$ cat src/rtl/core/larenv_pkg.sv
package larenv_pkg;

    // Field and datapath widths.
    localparam int SAMPLE_W  = 16;
    localparam int COUNT_W   = 20;
    localparam int FRAC_W    = 16;
    localparam int AMP_W     = FRAC_W + 1;
    localparam int MUL_W     = ((SAMPLE_W > COUNT_W) ? SAMPLE_W : COUNT_W) + 2;
    localparam int PROD_W    = MUL_W + AMP_W;
    localparam int STEP_W    = $clog2(AMP_W + 1);
    localparam int CFG_IDX_W = 2;

    // Unity gain in Q1.16.
    localparam logic [AMP_W-1:0] FULL_SCALE = {1'b1, {FRAC_W{1'b0}}};

    // Item kinds on the input channel.
    localparam logic [1:0] MODE_SAMPLE   = 2'd0;
    localparam logic [1:0] MODE_NOTE_ON  = 2'd1;
    localparam logic [1:0] MODE_NOTE_OFF = 2'd2;

    // Configuration register indexes.
    localparam logic [CFG_IDX_W-1:0] REG_ATTACK  = 2'd0;
    localparam logic [CFG_IDX_W-1:0] REG_RELEASE = 2'd1;

    // Envelope stage.
    typedef enum logic [1:0] {
        STAGE_IDLE    = 2'd0,
        STAGE_ATTACK  = 2'd1,
        STAGE_SUSTAIN = 2'd2,
        STAGE_RELEASE = 2'd3
    } stage_t;

    // Sequencer states.
    typedef enum logic [1:0] {
        FSM_IDLE = 2'd0,
        FSM_DIV  = 2'd1,
        FSM_MUL  = 2'd2,
        FSM_OUT  = 2'd3
    } fsm_t;

endpackage

$ cat src/rtl/core/linear_attack_release_envelope.sv
// Linear attack/release envelope on a stream of audio samples.
// Input channel (s_valid/s_ready): one beat is a sample, a note-on or a note-off,
// chosen by s_mode. Only sample beats produce a beat on the result channel
// (m_valid/m_ready), carrying the scaled sample, the gain used and the stage.
// Ramp lengths in frames are written through cfg_we/cfg_index/cfg_data; the
// user must write them only while idle; the block itself does not enforce it.
// Each beat is worked on alone with one bit per cycle: a restoring divider gives
// the ramp gain, and a shift-add multiplier applies it. A sample on a ramp goes
// through the divider and then the multiplier; a sample in idle, sustain or at a
// ramp end goes through the multiplier only. A note event that changes the stage
// keeps s_ready low while the restart point is computed; an ignored note event
// leaves s_ready high. The result sits in an output register, so the next beat
// is accepted while a result waits; a stalled receiver only holds the block once
// a second result is finished. Reset (aresetn low, synchronous) clears the stage
// to idle, the gain and counter to zero, both ramp lengths to zero, and drops
// m_valid.
module linear_attack_release_envelope (
    input  logic                                     aclk,
    input  logic                                     aresetn,
    input  logic                                     s_valid,
    output logic                                     s_ready,
    input  logic [1:0]                               s_mode,
    input  logic signed [larenv_pkg::SAMPLE_W-1:0]   s_sample_in,
    output logic                                     m_valid,
    input  logic                                     m_ready,
    output logic signed [larenv_pkg::SAMPLE_W-1:0]   m_sample_out,
    output logic [larenv_pkg::AMP_W-1:0]             m_gain,
    output logic [1:0]                               m_phase,
    input  logic                                     cfg_we,
    input  logic [larenv_pkg::CFG_IDX_W-1:0]         cfg_index,
    input  logic [larenv_pkg::COUNT_W-1:0]           cfg_data
);

    localparam int SW = larenv_pkg::SAMPLE_W;
    localparam int CW = larenv_pkg::COUNT_W;
    localparam int FW = larenv_pkg::FRAC_W;
    localparam int AW = larenv_pkg::AMP_W;
    localparam int MW = larenv_pkg::MUL_W;
    localparam int PW = larenv_pkg::PROD_W;
    localparam int TW = larenv_pkg::STEP_W;

    // State and datapath registers.
    larenv_pkg::fsm_t          fsm_reg, fsm_next;
    larenv_pkg::stage_t        stage_reg, stage_next;
    logic [CW-1:0]             attack_frames_reg, attack_frames_next;
    logic [CW-1:0]             release_frames_reg, release_frames_next;
    logic [CW-1:0]             ramp_cnt_reg, ramp_cnt_next;
    logic [AW-1:0]             amp_reg, amp_next;
    logic [TW-1:0]             step_reg, step_next;
    logic [CW-1:0]             rem_reg, rem_next;
    logic [FW-1:0]             quo_reg, quo_next;
    logic                      rel_div_reg, rel_div_next;
    logic                      is_note_reg, is_note_next;
    logic signed [MW-1:0]      mcand_reg, mcand_next;
    logic signed [MW-1:0]      hi_reg, hi_next;
    logic [AW-1:0]             lo_reg, lo_next;
    logic                      m_valid_reg, m_valid_next;
    logic signed [SW-1:0]      m_sample_out_reg, m_sample_out_next;
    logic [AW-1:0]             m_gain_reg, m_gain_next;
    logic [1:0]                m_phase_reg, m_phase_next;

    // Decode and step signals.
    logic                      accept;
    logic [CW-1:0]             ramp_frames;
    logic                      ramp_end;
    logic                      start_div;
    logic                      note_on_go;
    logic                      note_off_go;
    logic                      start_mul;
    logic                      div_done;
    logic                      mul_done;
    logic                      out_free;
    logic                      out_load;
    logic [CW:0]               rem_sh;
    logic [CW:0]               rem_diff;
    logic                      rem_ge;
    logic [FW-1:0]             quo_final;
    logic [AW-1:0]             ramp_amp;
    logic signed [MW-1:0]      mul_sum;
    logic [PW-1:0]             prod_next;
    logic [PW-1:0]             prod_reg;

    // Decide what an accepted beat starts.
    always_comb begin
        accept      = s_valid && s_ready;
        ramp_frames = (stage_reg == larenv_pkg::STAGE_RELEASE) ? release_frames_reg
                                                                : attack_frames_reg;
        ramp_end    = (ramp_frames == '0) || (ramp_cnt_reg >= ramp_frames);
        start_div   = accept && (s_mode == larenv_pkg::MODE_SAMPLE) && !ramp_end &&
                      ((stage_reg == larenv_pkg::STAGE_ATTACK) ||
                       (stage_reg == larenv_pkg::STAGE_RELEASE));
        note_on_go  = accept && (s_mode == larenv_pkg::MODE_NOTE_ON) &&
                      (stage_reg != larenv_pkg::STAGE_ATTACK);
        note_off_go = accept && (s_mode == larenv_pkg::MODE_NOTE_OFF) &&
                      ((stage_reg == larenv_pkg::STAGE_ATTACK) ||
                       (stage_reg == larenv_pkg::STAGE_SUSTAIN));
        start_mul   = (accept && (s_mode == larenv_pkg::MODE_SAMPLE) && !start_div) ||
                      note_on_go || note_off_go;
        div_done    = (fsm_reg == larenv_pkg::FSM_DIV) && (step_reg == TW'(1));
        mul_done    = (fsm_reg == larenv_pkg::FSM_MUL) && (step_reg == TW'(1));
        out_free    = !m_valid_reg || m_ready;
    end

    // Next state of the sequencer.
    always_comb begin
        fsm_next = fsm_reg;
        case (fsm_reg)
            larenv_pkg::FSM_IDLE: begin
                if (start_div) begin
                    fsm_next = larenv_pkg::FSM_DIV;
                end else if (start_mul) begin
                    fsm_next = larenv_pkg::FSM_MUL;
                end
            end
            larenv_pkg::FSM_DIV: begin
                if (div_done) begin
                    fsm_next = larenv_pkg::FSM_MUL;
                end
            end
            larenv_pkg::FSM_MUL: begin
                if (mul_done) begin
                    fsm_next = is_note_reg ? larenv_pkg::FSM_IDLE : larenv_pkg::FSM_OUT;
                end
            end
            larenv_pkg::FSM_OUT: begin
                if (out_free) begin
                    fsm_next = larenv_pkg::FSM_IDLE;
                end
            end
            default: begin
                fsm_next = larenv_pkg::FSM_IDLE;
            end
        endcase
    end

    // Sequencer outputs.
    always_comb begin
        s_ready  = (fsm_reg == larenv_pkg::FSM_IDLE);
        out_load = (fsm_reg == larenv_pkg::FSM_OUT) && out_free;
    end

    // One divider bit: shift the remainder and try the subtraction.
    always_comb begin
        rem_sh    = {rem_reg, 1'b0};
        rem_diff  = rem_sh - {1'b0, rel_div_reg ? release_frames_reg : attack_frames_reg};
        rem_ge    = !rem_diff[CW];
        quo_final = {quo_reg[FW-2:0], rem_ge};
        ramp_amp  = rel_div_reg ? (larenv_pkg::FULL_SCALE - {1'b0, quo_final})
                                : {1'b0, quo_final};
    end

    // One multiplier bit: add the multiplicand and shift right arithmetically.
    always_comb begin
        mul_sum   = hi_reg + (lo_reg[0] ? mcand_reg : '0);
        prod_next = {mul_sum[MW-1], mul_sum, lo_reg[AW-1:1]};
        prod_reg  = {hi_reg, lo_reg};
    end

    // Datapath next values.
    always_comb begin
        stage_next          = stage_reg;
        attack_frames_next  = attack_frames_reg;
        release_frames_next = release_frames_reg;
        ramp_cnt_next       = ramp_cnt_reg;
        amp_next            = amp_reg;
        step_next           = step_reg;
        rem_next            = rem_reg;
        quo_next            = quo_reg;
        rel_div_next        = rel_div_reg;
        is_note_next        = is_note_reg;
        mcand_next          = mcand_reg;
        hi_next             = hi_reg;
        lo_next             = lo_reg;
        m_valid_next        = m_valid_reg;
        m_sample_out_next   = m_sample_out_reg;
        m_gain_next         = m_gain_reg;
        m_phase_next        = m_phase_reg;

        // Configuration writes.
        if (cfg_we) begin
            case (cfg_index)
                larenv_pkg::REG_ATTACK:  attack_frames_next  = cfg_data;
                larenv_pkg::REG_RELEASE: release_frames_next = cfg_data;
                default: ;
            endcase
        end

        // Accepted beat: update the stage and load the divider or multiplier.
        if (accept) begin
            hi_next = '0;
            case (s_mode)
                larenv_pkg::MODE_SAMPLE: begin
                    is_note_next = 1'b0;
                    mcand_next   = MW'(s_sample_in);
                    if (start_div) begin
                        rem_next      = ramp_cnt_reg;
                        rel_div_next  = (stage_reg == larenv_pkg::STAGE_RELEASE);
                        ramp_cnt_next = ramp_cnt_reg + 1'b1;
                        step_next     = TW'(FW);
                    end else begin
                        step_next = TW'(AW);
                        case (stage_reg)
                            larenv_pkg::STAGE_ATTACK: begin
                                amp_next   = larenv_pkg::FULL_SCALE;
                                stage_next = larenv_pkg::STAGE_SUSTAIN;
                            end
                            larenv_pkg::STAGE_SUSTAIN: begin
                                amp_next = larenv_pkg::FULL_SCALE;
                            end
                            larenv_pkg::STAGE_RELEASE: begin
                                amp_next   = '0;
                                stage_next = larenv_pkg::STAGE_IDLE;
                            end
                            default: begin
                                amp_next = '0;
                            end
                        endcase
                        lo_next = amp_next;
                    end
                end
                larenv_pkg::MODE_NOTE_ON: begin
                    if (note_on_go) begin
                        stage_next   = larenv_pkg::STAGE_ATTACK;
                        is_note_next = 1'b1;
                        mcand_next   = MW'(attack_frames_reg);
                        lo_next      = amp_reg;
                        step_next    = TW'(AW);
                    end
                end
                larenv_pkg::MODE_NOTE_OFF: begin
                    if (note_off_go) begin
                        stage_next   = larenv_pkg::STAGE_RELEASE;
                        is_note_next = 1'b1;
                        mcand_next   = MW'(release_frames_reg);
                        lo_next      = larenv_pkg::FULL_SCALE - amp_reg;
                        step_next    = TW'(AW);
                    end
                end
                default: ;
            endcase
        end

        // Divider iteration; the last bit hands the gain to the multiplier.
        if (fsm_reg == larenv_pkg::FSM_DIV) begin
            rem_next  = rem_ge ? rem_diff[CW-1:0] : rem_sh[CW-1:0];
            quo_next  = quo_final;
            step_next = step_reg - 1'b1;
            if (div_done) begin
                amp_next  = ramp_amp;
                lo_next   = ramp_amp;
                hi_next   = '0;
                step_next = TW'(AW);
            end
        end

        // Multiplier iteration; a note event takes its restart point here.
        if (fsm_reg == larenv_pkg::FSM_MUL) begin
            hi_next   = prod_next[PW-1:AW];
            lo_next   = prod_next[AW-1:0];
            step_next = step_reg - 1'b1;
            if (mul_done && is_note_reg) begin
                ramp_cnt_next = prod_next[FW +: CW];
            end
        end

        // Output register.
        if (out_load) begin
            m_valid_next      = 1'b1;
            m_sample_out_next = prod_reg[FW +: SW];
            m_gain_next       = amp_reg;
            m_phase_next      = stage_reg;
        end else if (m_ready) begin
            m_valid_next = 1'b0;
        end
    end

    // Control and envelope state.
    always_ff @(posedge aclk) begin
        if (!aresetn) begin
            fsm_reg            <= larenv_pkg::FSM_IDLE;
            stage_reg          <= larenv_pkg::STAGE_IDLE;
            attack_frames_reg  <= '0;
            release_frames_reg <= '0;
            ramp_cnt_reg       <= '0;
            amp_reg            <= '0;
            step_reg           <= '0;
            rel_div_reg        <= 1'b0;
            is_note_reg        <= 1'b0;
            m_valid_reg        <= 1'b0;
        end else begin
            fsm_reg            <= fsm_next;
            stage_reg          <= stage_next;
            attack_frames_reg  <= attack_frames_next;
            release_frames_reg <= release_frames_next;
            ramp_cnt_reg       <= ramp_cnt_next;
            amp_reg            <= amp_next;
            step_reg           <= step_next;
            rel_div_reg        <= rel_div_next;
            is_note_reg        <= is_note_next;
            m_valid_reg        <= m_valid_next;
        end
    end

    // Shift registers and result payload.
    always_ff @(posedge aclk) begin
        rem_reg          <= rem_next;
        quo_reg          <= quo_next;
        mcand_reg        <= mcand_next;
        hi_reg           <= hi_next;
        lo_reg           <= lo_next;
        m_sample_out_reg <= m_sample_out_next;
        m_gain_reg       <= m_gain_next;
        m_phase_reg      <= m_phase_next;
    end

    assign m_valid      = m_valid_reg;
    assign m_sample_out = m_sample_out_reg;
    assign m_gain       = m_gain_reg;
    assign m_phase      = m_phase_reg;

`ifndef SYNTHESIS
    // The gain never exceeds unity.
    a_amp_range: assert property (@(posedge aclk) disable iff (!aresetn)
        amp_reg <= larenv_pkg::FULL_SCALE)
        else $error("amplitude above full scale");

    // A result in sustain carries unity gain.
    a_sustain_gain: assert property (@(posedge aclk) disable iff (!aresetn)
        (m_valid_reg && (m_phase_reg == larenv_pkg::STAGE_SUSTAIN)) |->
        (m_gain_reg == larenv_pkg::FULL_SCALE))
        else $error("sustain result without unity gain");

    // A result in idle is silent.
    a_idle_silent: assert property (@(posedge aclk) disable iff (!aresetn)
        (m_valid_reg && (m_phase_reg == larenv_pkg::STAGE_IDLE)) |->
        ((m_gain_reg == '0) && (m_sample_out_reg == '0)))
        else $error("idle result not silent");

    // An accepted sample always starts work.
    a_sample_starts: assert property (@(posedge aclk) disable iff (!aresetn)
        (accept && (s_mode == larenv_pkg::MODE_SAMPLE)) |=>
        (fsm_reg != larenv_pkg::FSM_IDLE))
        else $error("sample beat dropped");
`endif

endmodule

$ cat config.mk
export PLATFORM = sky130hd
export DESIGN_NAME = linear_attack_release_envelope
export DESIGN_NICKNAME = d
export VERILOG_FILES = /design/src/rtl/core/larenv_pkg.sv /design/src/rtl/core/linear_attack_release_envelope.sv
export SDC_FILE = /design/constraint.sdc
export NUM_CORES = 1
export LEC_CHECK = 0
export BUFFER_PORTS_ARGS = -buffer_cell sky130_fd_sc_hd__buf_2
export CAP_MARGIN = 10
export CORE_UTILIZATION = 61
export CTS_BUF_LIST = sky130_fd_sc_hd__clkbuf_16
export CTS_CLUSTER_DIAMETER = 40
export CTS_CLUSTER_SIZE = 40
export DETAILED_ROUTE_END_ITERATION = 10
export GPL_TIMING_DRIVEN = 0
export PLACE_DENSITY = 0.77
export SLEW_MARGIN = 20
export SYNTH_ARGS = -nofsm -noshare
export SYNTH_HDL_FRONTEND = slang
export SYNTH_SLANG_ARGS = --single-unit
$ cat constraint.sdc
create_clock -name aclk -period 6.47 [get_ports aclk]
set_input_delay 0.9705 -clock aclk [delete_from_list [all_inputs] [get_ports aclk]]
set_output_delay 0.9705 -clock aclk [all_outputs]
set_load 0.005 [all_outputs]
==> qor.yml <==
routing:
  routed_wl_um: 37200
  wl_per_cell_um: 20.2
  ant_nets: 0
  drc: 0
  routed_via_density: 6.31
  drtIter0Drc: 1172
  firstDrtPassIters: 5
  num_vias: 11600
power:
  p_per_area_nw_per_um2: 345
  vdd_drop_max_mv: 0.247
  p_leak_uw: 0.00564
  power_uw: 5050
setup_path:
  path_class: "flop to flop"
  cp_max_fo: 10
  crit_required_ps: 6830
  cp-start-kind: "flop"
  cp-startpoint: "rel_div_reg"
  end_kind: "flop"
  r2r-start: "rel_div_reg"
  cp_data_arrival_time_ps: 6260
clocking:
  clock_sinks: 219
  post_cts_buffers: 0
  clock-root-buffer: "clkbuf_16"
  ctsResizeCount: 0
  cts_buffers: 35
  clk_pin_slew_ps: 50
  postCtsHoldBufs: 0
  cts_tree: "built"
  clockBufferDepth: 3
  htreeDepth: 2
  clk_latency_ps: 510
global_routing:
  grt_max_degree: 30
  antenna_found_initial: 0
  grt.overflow.total: 0
  grt_pass1_vias: 10800
  grt_pass1_wl_um: 58300
  grt_use_total_pct: 34.7
placement:
  routabilityCongestion: 0.951
  place_hpwl_um: 27600
  port_buffers: 81
  pre_cts_slack_ps: 204
yosys:
  syn_avg_cell_area_um2: 8.91
  mappedNetlistArea_um2: 12700
  synth_cell_types: 72
  seq_area_frac_synth_pct: 41.7
  async_reset_ff_share_pct: 0
  netlist_instances: 1424
  synth-edff-count: 91
  ys_ff_latch: 219
  ys.flop_type: "dfxtp_1"
  yosys_warnings: 0
  syn_nets: 1547
timing:
  finalHoldViolCount: 0
  layout_setup_ws_ps: 575
  tightest_slew_ps: 1070
  fmax_mhz: 170
  setup_tns_ps: 0
  fin_crit_ps: 5900
  final.period_utilization_pct: 91.1
  hold-worst-slack_ps: 450
  setup_viol: 0
  grt_setup_unrepaired: "false"
  drv_slew: 0
  slew_headroom_pct: 28.6
  finalClockSkew_ps: 19.5
die:
  start_util_pct: 62.5
  io-pin-count: 82
  dieArea_um2: 21400
  dieWidth_um: 146
  die_h_um: 146
  rows: 52
  core-area_um2: 20300
finish:
  drive_above_1_share_pct: 10.4
  antenna_cells: 0
  fin_nets: 1666
  syn_to_final_growth_pct: 15.3
  postLayoutCoreUtil_pct: 72.1
  fillCellCount: 1626
  multiInputGateArea_um2: 6980
  largest_register_ffs: 22
  seq_area_um2: 5300
outcome:
  status: "finished clean"
worst_hold_path:
  hold_class: "flop to flop"
  min_from: "lo_reg[7]"
flow_run:
  max_cap_viol_count: 0
[layout make-up]
type / count / share of cell area, %
clock inverters: 24 / 1.24
inverters: 47 / 1.21
clock buffers: 39 / 6.67
well taps: 270 / 2.31
multi-input cells: 1088 / 47.7
repair buffers: 82 / 2.91
flip-flops and latches: 219 / 36.2
plain buffers: 70 / 1.85
[cells in the mapped netlist, types with 16 or more instances]
master,n,share of area (%)
a22o_1,16,1.1
nor2_1,128,3.8
a22oi_1,33,2.0
edfxtp_1,91,22
clkbuf_1,60,1.8
nand3_1,27,1.1
xor2_1,17,1.2
nand2_1,172,5.1
mux2i_1,48,3.8
ha_1,76,7.5
and2_1,29,1.4
a31oi_1,29,1.4
o21ai_0,59,2.3
a21o_1,21,1.2
inv_1,45,1.3
xnor2_1,42,2.9
dfxtp_1,128,20
a21oi_1,137,5.4
nor3_1,35,1.4
[path summary, 6_finish.rpt]
path / end / slack, ps / cells after the start
min: lo_reg[6] / 450 / 2
min reg2reg: lo_reg[6] / 450 / 2
max: lo_reg[8] / 570 / 18
max reg2reg: lo_reg[8] / 570 / 18
[worst max-delay path, cell delays in order (launching register included)]
cell and delay [ps]:
dfxtp_1 500, clkbuf_1 460, clkbuf_2 450, mux2i_1 400, ha_1 290, clkbuf_1 190
a21oi_1 290, o21ai_0 230, or3_1 360, o211ai_1 420, clkbuf_1 440, clkbuf_2 360
ha_1 270, nand2_1 100, o31ai_1 270, xor2_1 270, o22ai_1 110, a311oi_1 250
a21oi_1 70
[placed cells by master, fill, tap and decap left out, drive strengths merged, types with 8 or more instances in the layout]
cell type  count
and3          12
o21ai         67
nor2         128
nand2b        10
ha            76
nand4         15
buf           91
o21a           8
clkbuf       100
o31ai         11
a221oi         8
dfxtp        128
nor2b         10
nand2        172
mux2i         48
a21o          21
or4            9
clkinv        15
a31oi         29
a211oi        15
or3           12
inv           53
a21oi        137
nor4          11
xor2          17
a22oi         33
and2          29
a22o          16
edfxtp        91
xnor2         42
a311oi         9
nand3         27
nor3          35
[logic make-up (layout without fill, tap and decap cells)]
family | count (synthesis) | count (layout) | synth area share (%)
buf+inv | 117 | 262 | 3.48
simple gates | 494 | 494 | 18.3
xor+xnor | 59 | 59 | 4.07
compound gates | 405 | 405 | 20.5
mux | 52 | 52 | 4.14
fa+ha+maj | 78 | 78 | 7.81
flops | 219 | 219 | 41.7
[routing by layer]
| metal | share of wire [%] | wire length [um] | vias to the layer above | global-route usage [%] |
|---|---|---|---|---|
| met2 | 45 | 16900 | 546 | 55.3 |
| met1 | 42 | 15700 | 5443 | 46.5 |
| met3 | 8.1 | 3010 | 116 | 5.53 |
| met5 | 0 | 0 | - | 0 |
| met4 | 4.3 | 1600 | 0 | 15.7 |
| li1 | - | - | 5494 | - |
[power by group]
group          total [uW]  internal, uW  switching, uW
sequential           1810          1670            139
combinational        1420           486            934
clock                1830          1140            689
total                5050          3290           1760
[stage by stage]
stage	cell area, um^2	instances
4_1_cts	14600	1839
2_1_floorplan	12700	1424
3_3_place_gp	13400	1775
6_report	14600	1839
3_5_place_dp	13500	1776
5_1_grt	14600	1839
Note: power is estimated with default switching activity, not from simulation.
